File: config.mk
export PLATFORM = sky130hd
export DESIGN_NAME = hotkey_command_frame_engine_core
export DESIGN_NICKNAME = d
export VERILOG_FILES = /design/src/rtl/hkcfe_pkg.sv /design/src/rtl/hkcfe_ram.sv /design/src/rtl/hotkey_command_frame_engine_core.sv
export SDC_FILE = /design/constraint.sdc
export NUM_CORES = 2
export LEC_CHECK = 0
export ABC_AREA = 1
export BUFFER_PORTS_ARGS = -buffer_cell sky130_fd_sc_hd__buf_2
export CAP_MARGIN = 25
export CORE_MARGIN = 8
export CORE_UTILIZATION = 50
export DETAILED_ROUTE_END_ITERATION = 8
export GPL_ROUTABILITY_DRIVEN = 0
export PLACE_DENSITY = 0.63
export SLEW_MARGIN = 5
export SYNTH_ARGS = -nofsm -noshare
export SYNTH_HDL_FRONTEND = slang
export SYNTH_HIERARCHICAL = 1
export SYNTH_SLANG_ARGS = --single-unit
File: constraint.sdc
create_clock -name clk -period 8.1 [get_ports clk]
set_input_delay 1.62 -clock clk [delete_from_list [all_inputs] [get_ports clk]]
set_output_delay 1.62 -clock clk [all_outputs]
set_load 0.05 [all_outputs]
File: src/rtl/hkcfe_pkg.sv
// Shared types, codes and the result builder for the hotkey command frame engine.
// No dependencies; the core imports this package.
package hkcfe_pkg;

  // Input transfer payload
  typedef struct packed {
    logic       mode;
    logic [7:0] byte_value;
  } in_item_t;

  // Result transfer payload
  typedef struct packed {
    logic [1:0] kind;
    logic [1:0] key_type;
    logic [7:0] key_code;
    logic [3:0] status_code;
    logic [4:0] entry_index;
    logic       last;
  } out_item_t;

  // Input modes
  localparam logic MODE_BYTE = 1'b0;
  localparam logic MODE_TICK = 1'b1;

  // Result kinds
  localparam logic [1:0] KIND_PRESS   = 2'd0;
  localparam logic [1:0] KIND_RELEASE = 2'd1;
  localparam logic [1:0] KIND_STATUS  = 2'd2;

  // Frame commands
  localparam logic [7:0] OP_SET  = 8'h01;
  localparam logic [7:0] OP_RUN  = 8'h02;
  localparam logic [7:0] OP_LIST = 8'h03;

  // Status codes
  localparam logic [3:0] ST_CSUM        = 4'd0;
  localparam logic [3:0] ST_UNKNOWN     = 4'd1;
  localparam logic [3:0] ST_SHORT       = 4'd2;
  localparam logic [3:0] ST_INDEX       = 4'd3;
  localparam logic [3:0] ST_TYPE        = 4'd4;
  localparam logic [3:0] ST_COUNT       = 4'd5;
  localparam logic [3:0] ST_DELAY       = 4'd6;
  localparam logic [3:0] ST_SET_OK      = 4'd7;
  localparam logic [3:0] ST_BUSY        = 4'd8;
  localparam logic [3:0] ST_STARTED     = 4'd9;
  localparam logic [3:0] ST_STORED_TYPE = 4'd10;
  localparam logic [3:0] ST_LIST        = 4'd11;

  // Reset value of the delay limit register
  localparam logic [15:0] MAX_DELAY_RST = 16'd5000;

  // Assemble one result word
  function automatic out_item_t mk_out(input logic [1:0] r_kind, input logic [1:0] r_typ,
                                       input logic [7:0] r_code, input logic [3:0] r_status,
                                       input logic [4:0] r_idx, input logic r_last);
    out_item_t o;
    o.kind        = r_kind;
    o.key_type    = r_typ;
    o.key_code    = r_code;
    o.status_code = r_status;
    o.entry_index = r_idx;
    o.last        = r_last;
    return o;
  endfunction

endpackage

File: src/rtl/hkcfe_ram.sv
// Generic single-write, single-read synchronous RAM with registered read data.
// No dependencies.
module hkcfe_ram #(
  parameter int WIDTH = 8,
  parameter int DEPTH = 32,
  parameter int AW    = (DEPTH > 1) ? $clog2(DEPTH) : 1
) (
  input  logic             clk,
  input  logic             we,
  input  logic [AW-1:0]    waddr,
  input  logic [WIDTH-1:0] wdata,
  input  logic [AW-1:0]    raddr,
  output logic [WIDTH-1:0] rdata
);

  logic [WIDTH-1:0] mem [DEPTH];

  // Write port
  always_ff @(posedge clk) begin
    if (we) begin
      mem[waddr] <= wdata;
    end
  end

  // Registered read port
  always_ff @(posedge clk) begin
    rdata <= mem[raddr];
  end

endmodule

File: src/rtl/hotkey_command_frame_engine_core.sv
// Top level of the hotkey command frame engine: frame assembly, command execution, hold timer.
// Depends on hkcfe_pkg and hkcfe_ram (hotkey table storage).

// Each transfer is a received byte or a millisecond tick. Ticks and all bytes but a frame's
// checksum give at most one result. A checksum byte of a set, list, bad or unknown frame, or
// of a run frame rejected before the table, gives its status result directly. A run frame that
// reaches the table issues the table read with the checksum byte, then checks the stored entry
// and ends with a stored type status if its type is bad; else the press sequencer gives one
// result per cycle, n key presses (at most MAX_KEYS) and then the started status. busy is high
// while the entry is checked and the presses are sequenced. Results appear on out_item for one
// cycle with out_strobe and cannot be held off. The table is erased after reset through
// per-entry valid bits, so no clearing pass is needed.
module hotkey_command_frame_engine_core
  import hkcfe_pkg::*;
#(
  parameter int ENTRY_COUNT = 32,
  parameter int MAX_KEYS    = 3
) (
  input  logic        clk,
  input  logic        rst_n,
  input  logic        start,
  output logic        busy,
  input  in_item_t    in_item,
  output logic        out_strobe,
  output out_item_t   out_item,
  input  logic        cfg_we,
  input  logic [15:0] cfg_wdata
);

  localparam int IDX_W = (ENTRY_COUNT > 1) ? $clog2(ENTRY_COUNT) : 1;
  localparam int PD    = MAX_KEYS + 5;
  localparam int PD_W  = $clog2(PD);
  localparam int KC_W  = $clog2(MAX_KEYS + 1);
  localparam int CD_W  = 8 * MAX_KEYS;
  localparam int ENT_W = 32 + CD_W;

  // Sequencer states
  localparam logic [1:0] S_IDLE = 2'd0;
  localparam logic [1:0] S_READ = 2'd1;
  localparam logic [1:0] S_KEYS = 2'd2;

  logic [1:0]       state_r, state_nxt;
  logic [15:0]      max_delay_r;
  logic [8:0]       pos_r, pos_nxt;
  logic [7:0]       len_r, len_nxt;
  logic [7:0]       cmd_r, cmd_nxt;
  logic [7:0]       sum_r, sum_nxt;
  logic [7:0]       pl_r [PD];
  logic             pl_we;
  logic [PD_W-1:0]  pl_waddr;
  logic             task_r, task_nxt;
  logic [7:0]       ttype_r, ttype_nxt;
  logic [15:0]      tdelay_r, tdelay_nxt;
  logic [15:0]      elapsed_r, elapsed_nxt;
  logic [ENTRY_COUNT-1:0] vld_r;
  logic [CD_W-1:0]  codes_r, codes_nxt;
  logic [KC_W-1:0]  left_r, left_nxt;
  logic             out_strobe_r, out_strobe_nxt;
  out_item_t        out_item_r, out_item_nxt;

  logic             in_fire;
  logic [7:0]       b;
  logic [8:0]       pl_off;
  logic [7:0]       idx;
  logic             idx_ok;
  logic [7:0]       set_typ, set_cnt;
  logic [15:0]      set_delay;
  logic [CD_W-1:0]  set_codes;
  logic             ram_we;
  logic [ENT_W-1:0] ram_wdata, ram_rdata, ent;
  logic [7:0]       ent_cnt, ent_typ;
  logic [15:0]      elapsed_inc;

  assign in_fire = start && !busy;
  assign b       = in_item.byte_value;
  assign pl_off  = pos_r - 9'd2;
  assign idx     = pl_r[0];
  assign idx_ok  = {1'b0, idx} < 9'(ENTRY_COUNT);

  // Set frame fields
  assign set_typ   = pl_r[1];
  assign set_cnt   = pl_r[2];
  assign set_delay = {pl_r[3 + MAX_KEYS], pl_r[4 + MAX_KEYS]};
  always_comb begin
    for (int k = 0; k < MAX_KEYS; k++) begin
      set_codes[k*8 +: 8] = pl_r[3 + k];
    end
  end
  // Entry layout: delay, codes, type, count (count in the low byte)
  assign ram_wdata = {set_delay, set_codes, set_typ, set_cnt};

  // Erased entries read as all ones
  assign ent     = vld_r[idx[IDX_W-1:0]] ? ram_rdata : '1;
  assign ent_cnt = ent[7:0];
  assign ent_typ = ent[15:8];

  assign elapsed_inc = (elapsed_r == 16'hFFFF) ? elapsed_r : elapsed_r + 16'd1;

  hkcfe_ram #(
    .WIDTH (ENT_W),
    .DEPTH (ENTRY_COUNT)
  ) u_table (
    .clk   (clk),
    .we    (ram_we),
    .waddr (idx[IDX_W-1:0]),
    .wdata (ram_wdata),
    .raddr (idx[IDX_W-1:0]),
    .rdata (ram_rdata)
  );

  // Next-state logic for frame assembly, command execution and the timer
  always_comb begin
    state_nxt      = state_r;
    pos_nxt        = pos_r;
    len_nxt        = len_r;
    cmd_nxt        = cmd_r;
    sum_nxt        = sum_r;
    pl_we          = 1'b0;
    pl_waddr       = pl_off[PD_W-1:0];
    task_nxt       = task_r;
    ttype_nxt      = ttype_r;
    tdelay_nxt     = tdelay_r;
    elapsed_nxt    = elapsed_r;
    codes_nxt      = codes_r;
    left_nxt       = left_r;
    ram_we         = 1'b0;
    out_strobe_nxt = 1'b0;
    out_item_nxt   = out_item_r;
    unique case (state_r)
      S_IDLE: begin
        if (in_fire) begin
          if (in_item.mode == MODE_TICK) begin
            // Advance the hold timer, release when it reaches the delay
            if (task_r) begin
              elapsed_nxt = elapsed_inc;
              if (elapsed_inc >= tdelay_r) begin
                task_nxt       = 1'b0;
                out_strobe_nxt = 1'b1;
                out_item_nxt   = mk_out(KIND_RELEASE, ttype_r[1:0], 8'd0, 4'd0, 5'd0, 1'b1);
              end
            end
          end else if (pos_r == 9'd0) begin
            cmd_nxt = b;
            sum_nxt = b;
            pos_nxt = 9'd1;
          end else if (pos_r == 9'd1) begin
            len_nxt = b;
            sum_nxt = sum_r + b;
            pos_nxt = 9'd2;
          end else if (pos_r < {1'b0, len_r} + 9'd2) begin
            // Payload byte: keep the first PD, sum them all
            pl_we   = pl_off < 9'(PD);
            sum_nxt = sum_r + b;
            pos_nxt = pos_r + 9'd1;
          end else begin
            // Checksum byte: verify and dispatch
            pos_nxt        = 9'd0;
            out_strobe_nxt = 1'b1;
            out_item_nxt   = mk_out(KIND_STATUS, 2'd0, 8'd0, ST_CSUM, 5'd0, 1'b1);
            if (sum_r != b) begin
              out_item_nxt.status_code = ST_CSUM;
            end else if (cmd_r == OP_SET) begin
              priority if (len_r < 8'(PD)) begin
                out_item_nxt.status_code = ST_SHORT;
              end else if (!idx_ok) begin
                out_item_nxt.status_code = ST_INDEX;
              end else if (set_typ == 8'd0 || set_typ > 8'd3) begin
                out_item_nxt.status_code = ST_TYPE;
              end else if (set_cnt == 8'd0 || set_cnt > 8'(MAX_KEYS)) begin
                out_item_nxt.status_code = ST_COUNT;
              end else if (set_delay > max_delay_r) begin
                out_item_nxt.status_code = ST_DELAY;
              end else begin
                ram_we                   = 1'b1;
                out_item_nxt.status_code = ST_SET_OK;
                out_item_nxt.entry_index = idx[4:0];
              end
            end else if (cmd_r == OP_RUN) begin
              priority if (task_r) begin
                out_item_nxt.status_code = ST_BUSY;
              end else if (len_r == 8'd0) begin
                out_item_nxt.status_code = ST_SHORT;
              end else if (!idx_ok) begin
                out_item_nxt.status_code = ST_INDEX;
              end else begin
                // Table read issued this cycle, data next cycle
                out_strobe_nxt = 1'b0;
                state_nxt      = S_READ;
              end
            end else if (cmd_r == OP_LIST) begin
              out_item_nxt.status_code = ST_LIST;
            end else begin
              out_item_nxt.status_code = ST_UNKNOWN;
            end
          end
        end
      end
      S_READ: begin
        // Check the stored entry and start the task if its type is valid
        if (ent_typ == 8'd0 || ent_typ > 8'd3) begin
          out_strobe_nxt = 1'b1;
          out_item_nxt   = mk_out(KIND_STATUS, 2'd0, 8'd0, ST_STORED_TYPE, 5'd0, 1'b1);
          state_nxt      = S_IDLE;
        end else begin
          task_nxt    = 1'b1;
          ttype_nxt   = ent_typ;
          tdelay_nxt  = ent[ENT_W-1 -: 16];
          elapsed_nxt = 16'd0;
          codes_nxt   = ent[16 +: CD_W];
          left_nxt    = (ent_cnt > 8'(MAX_KEYS)) ? KC_W'(MAX_KEYS) : ent_cnt[KC_W-1:0];
          state_nxt   = S_KEYS;
        end
      end
      S_KEYS: begin
        // One press per cycle, then the started status
        out_strobe_nxt = 1'b1;
        if (left_r != '0) begin
          out_item_nxt = mk_out(KIND_PRESS, ttype_r[1:0], codes_r[7:0], 4'd0, 5'd0, 1'b0);
          codes_nxt    = codes_r >> 8;
          left_nxt     = left_r - KC_W'(1);
        end else begin
          out_item_nxt = mk_out(KIND_STATUS, 2'd0, 8'd0, ST_STARTED, idx[4:0], 1'b1);
          state_nxt    = S_IDLE;
        end
      end
      default: begin
        state_nxt = S_IDLE;
      end
    endcase
  end

  // Control registers
  always_ff @(posedge clk) begin
    if (!rst_n) begin
      state_r      <= S_IDLE;
      max_delay_r  <= MAX_DELAY_RST;
      pos_r        <= '0;
      len_r        <= '0;
      cmd_r        <= '0;
      sum_r        <= '0;
      task_r       <= 1'b0;
      ttype_r      <= '0;
      tdelay_r     <= '0;
      elapsed_r    <= '0;
      vld_r        <= '0;
      left_r       <= '0;
      out_strobe_r <= 1'b0;
    end else begin
      state_r      <= state_nxt;
      pos_r        <= pos_nxt;
      len_r        <= len_nxt;
      cmd_r        <= cmd_nxt;
      sum_r        <= sum_nxt;
      task_r       <= task_nxt;
      ttype_r      <= ttype_nxt;
      tdelay_r     <= tdelay_nxt;
      elapsed_r    <= elapsed_nxt;
      left_r       <= left_nxt;
      out_strobe_r <= out_strobe_nxt;
      if (cfg_we) begin
        max_delay_r <= cfg_wdata;
      end
      if (ram_we) begin
        vld_r[idx[IDX_W-1:0]] <= 1'b1;
      end
    end
  end

  // Payload registers
  always_ff @(posedge clk) begin
    codes_r    <= codes_nxt;
    out_item_r <= out_item_nxt;
    if (pl_we) begin
      pl_r[pl_waddr] <= b;
    end
  end

  assign busy       = state_r != S_IDLE;
  assign out_strobe = out_strobe_r;
  assign out_item   = out_item_r;

`ifndef SYNTHESIS
  // Presses carry a real key type and no status
  a_press_fields: assert property (@(posedge clk) disable iff (!rst_n)
    out_strobe && out_item.kind == KIND_PRESS |->
      out_item.key_type != 2'd0 && out_item.status_code == ST_CSUM && !out_item.last)
    else $error("press result with bad fields");

  // The press sequencer only runs with a task started
  a_keys_task: assert property (@(posedge clk) disable iff (!rst_n)
    state_r == S_KEYS |-> task_r)
    else $error("press sequencer without active task");

  // A release ends the task
  a_release_ends: assert property (@(posedge clk) disable iff (!rst_n)
    out_strobe && out_item.kind == KIND_RELEASE |-> !task_r && $past(task_r))
    else $error("release without active task");

  // The started status leaves a task running
  a_started_task: assert property (@(posedge clk) disable iff (!rst_n)
    out_strobe && out_item.kind == KIND_STATUS && out_item.status_code == ST_STARTED
      |-> task_r && !busy)
    else $error("started status without task");
`endif

endmodule
==> impl_metrics.py <==
metrics = {
    "critical_path": {
        "crit-reg2reg-launch": "pl_r[2][0]",
        "crit_chain": "nor2_1 > nor4_1 > nand2_1 > nor3_1 > nand2_1 > nor2_2 > buf_4 > nand3_1 > nor2_4 > buf_4",
        "endpoint_kind": "flip-flop",
        "slowest_delay_ns": 1.04,
        "crit_type": "reg -> reg",
        "critical_path_arrival_ns": 5.74,
        "cp-start-kind": "flip-flop",
        "slowest_stage": "edfxtp_1",
        "crit_fanout": 36,
        "crit_start": "pl_r[2][0]",
        "worstPathRequired_ns": 8.57,
        "rr_worst_depth": 10,
    },
    "finish": {
        "final_common_cell": "nand2_1",
        "fillCellCount": 14014,
        "drive_gt1_share_pct": 7.09,
        "final_cell_mix": "2827 x nand2_1, 1902 x edfxtp_1, 1388 x nand3_1, 208 x clkbuf_16, 204 x nor2_1",
        "register_area_sq_mm": 0.0607,
        "multi_input_area_sq_mm": 0.0213,
        "area_delta_synth_final_pct": 10.9,
        "fin_nets": 7621,
        "finish.instance_area_sq_mm": 0.0940,
    },
    "drt": {
        "viasPerCell": 5.69,
        "wl_per_cell_um": 23.3,
        "drt-initial-drc-count": 6220,
        "wl_mm": 231,
        "first_pass_iters": 6,
        "ant_nets": 0,
        "drcViolationCount": 0,
        "num_vias": 56500,
    },
    "synth": {
        "ys_seq_area_share_pct": 71.6,
        "ys_types": 44,
        "ys_warn_count": 6,
        "ys_ff_latch": 2079,
        "synth_area_leaders": "edfxtp_1 67%, nand2_1 13%, nand3_1 8.2%",
        "async_flop_share_pct": 0,
        "synth_nets": 7637,
        "synth_area_sq_mm": 0.0847,
        "synth_top_flop_cell": "edfxtp_1",
        "synth_top_cell_area_share_pct": 67.4,
        "netlist_instances": 7550,
        "synth_edf_count": 1902,
        "avgSynthCellArea_sq_um": 11.2,
        "yosys.area.top_type": "edfxtp_1",
    },
    "sta": {
        "fmax_mhz": 190,
        "rsz0062_at_grt": "no",
        "hold_viol_final": 0,
        "post-route-min-period_ns": 5.27,
        "max-slew-margin-rel_pct": 27.0,
        "hold_ws_ns": 0.447,
        "skew_ns": 0.0364,
        "setup_viol": 0,
        "worstMarginPinSlew_ns": 1.10,
        "post-route-period-util_pct": 65.1,
        "setup-tns-final_ns": 0,
        "timing.final.ws_setup_ns": 2.83,
        "slew_viol_final": 0,
    },
    "clock_tree": {
        "postCtsSetupBuffers": 0,
        "path_clk_slew_ns": 0.06,
        "clock_path_buffers": 3,
        "cts_resized": 0,
        "clock_sinks": 2079,
        "cts_tree": "built",
        "htree_num_levels": 4,
        "ctsHoldBuffers": 0,
        "worstSkewPairLatency_ns": 0.85,
        "clockRootBuffer": "clkbuf_16",
        "cts_buffers": 207,
    },
    "global_routing": {
        "grtUsageTotal_pct": 24.8,
        "overflow": 0,
        "antenna_found_initial": 3,
        "grt_max_degree": 226,
        "grt_pass1_wl_mm": 342,
        "first_global_vias": 53768,
    },
    "worst_hold_path": {
        "hold_class": "reg -> reg",
        "min_from": "vld_r[26]",
        "hold_depth": 2,
    },
    "status": {
        "outcome": "finished clean",
    },
    "placed_design": {
        "postPlaceCellArea_sq_mm": 0.0872,
        "io_buffers": 52,
        "post-place-ws_ns": 2.07,
        "dp_hpwl_mm": 122,
    },
    "floorplan": {
        "die_area_sq_mm": 0.183,
        "die_h_um": 428,
        "die_width_um": 428,
        "pin_count": 53,
        "start_util_pct": 50.2,
        "core_area_sq_mm": 0.169,
        "row_count": 151,
    },
    "power": {
        "power.density_mw_per_mm2": 224,
        "peakVddDrop_mv": 0.230,
        "p_leak_nw": 34.6,
    },
    "flow_run": {
        "cap_violations": 0,
    },
}
-- area by class of cell --
class | count | share of cell area [%]
diodes | 5 | 0.0133
clock buffers | 294 | 6.06
clock inverters | 94 | 0.973
inverters | 194 | 0.817
multi-input cells | 4848 | 22.7
flip-flops and latches | 2079 | 64.5
well taps | 2218 | 2.95
repair buffers | 204 | 1.96
-- logic make-up (layout without fill, tap and decap cells) --
logic type	after synthesis	after routing	synth area share (%)
xor gates and xnor gates	16	16	0.165
adders and majority gates	58	58	0.865
buffers and inverters	623	786	3.53
AOI/OAI and AO/OA	237	237	1.47
and+or+nand+nor	4537	4537	22.4
DFF	2079	2079	71.6
other	0	5	0
-- registers in the layout (all words and copies together), names as in the netlist, 9 cells and up --
name and cells:
codes_r 24, elapsed_r 16, max_delay_r 16, out_item 22, pl_r 64, pos_r 9
tdelay_r 16, u_table/mem 1792, u_table/rdata 56, vld_r 32
-- critical path: cells and delay by family (launching register included) --
family	cells	cell delay, ns
buffers and inverters	2	0.92
AND/OR/NAND/NOR	8	2.90
flip-flops	1	1.04
-- worst paths after layout --
path,endpoint,slack (ns)
worst max-delay path,u_table/mem[7][24],2.83
worst min-delay path,vld_r[26],0.45
worst max register to register,u_table/mem[7][24],2.83
worst min register to register,vld_r[26],0.45
-- report_power, final --
part           leakage [nW]  total, mW  switching, mW  internal (mW)
registers              18.5       11.6        0.00811           11.6
logic                  12.8      0.142          0.101         0.0412
clock network          3.22       9.34           4.05           5.29
total                  34.6       21.0           4.16           16.9
-- synthesized netlist by cell type (2+ instances only) --
| master | n |
|---|---|
| nor3_1 | 30 |
| nand2_1 | 2827 |
| inv_4 | 2 |
| a21oi_1 | 135 |
| xor2_1 | 13 |
| nor2_2 | 3 |
| nor3b_1 | 2 |
| nand3_1 | 1388 |
| nor2_1 | 237 |
| inv_1 | 182 |
| buf_6 | 19 |
| edfxtp_1 | 1902 |
| o22ai_1 | 3 |
| inv_2 | 9 |
| buf_1 | 17 |
| o21ai_0 | 77 |
| and2_1 | 2 |
| ha_1 | 57 |
| nand4_1 | 32 |
| dfxtp_1 | 177 |
| buf_2 | 267 |
| o211a_1 | 2 |
| a31oi_1 | 2 |
| buf_4 | 43 |
| or2_2 | 4 |
| nand3_2 | 2 |
| a211oi_1 | 7 |
| o21ai_1 | 2 |
| nor4_1 | 5 |
| o21a_1 | 4 |
| xnor2_1 | 3 |
| clkbuf_1 | 82 |
| o211ai_1 | 2 |
-- routing by layer --
layer,GRT usage (%),routed length [um]
met3,4.02,18600
met1,34.4,96000
met5,0,0
met4,9.75,8940
met2,39.5,108000
-- metrics by stage --
| step | util, % | std cells | total power [mW] |
|---|---|---|---|
| 2_1_floorplan | - | 7550 | 11.9 |
| 3_3_place_gp | 51.6 | 9533 | 11.9 |
| 3_5_place_dp | 51.6 | 9537 | 11.9 |
| 4_1_cts | 55.6 | 9925 | 21.2 |
| 5_1_grt | 55.6 | 9931 | 21.6 |
| 6_report | 55.7 | 9936 | 21.0 |
Note: power is estimated with default switching activity, not from simulation.
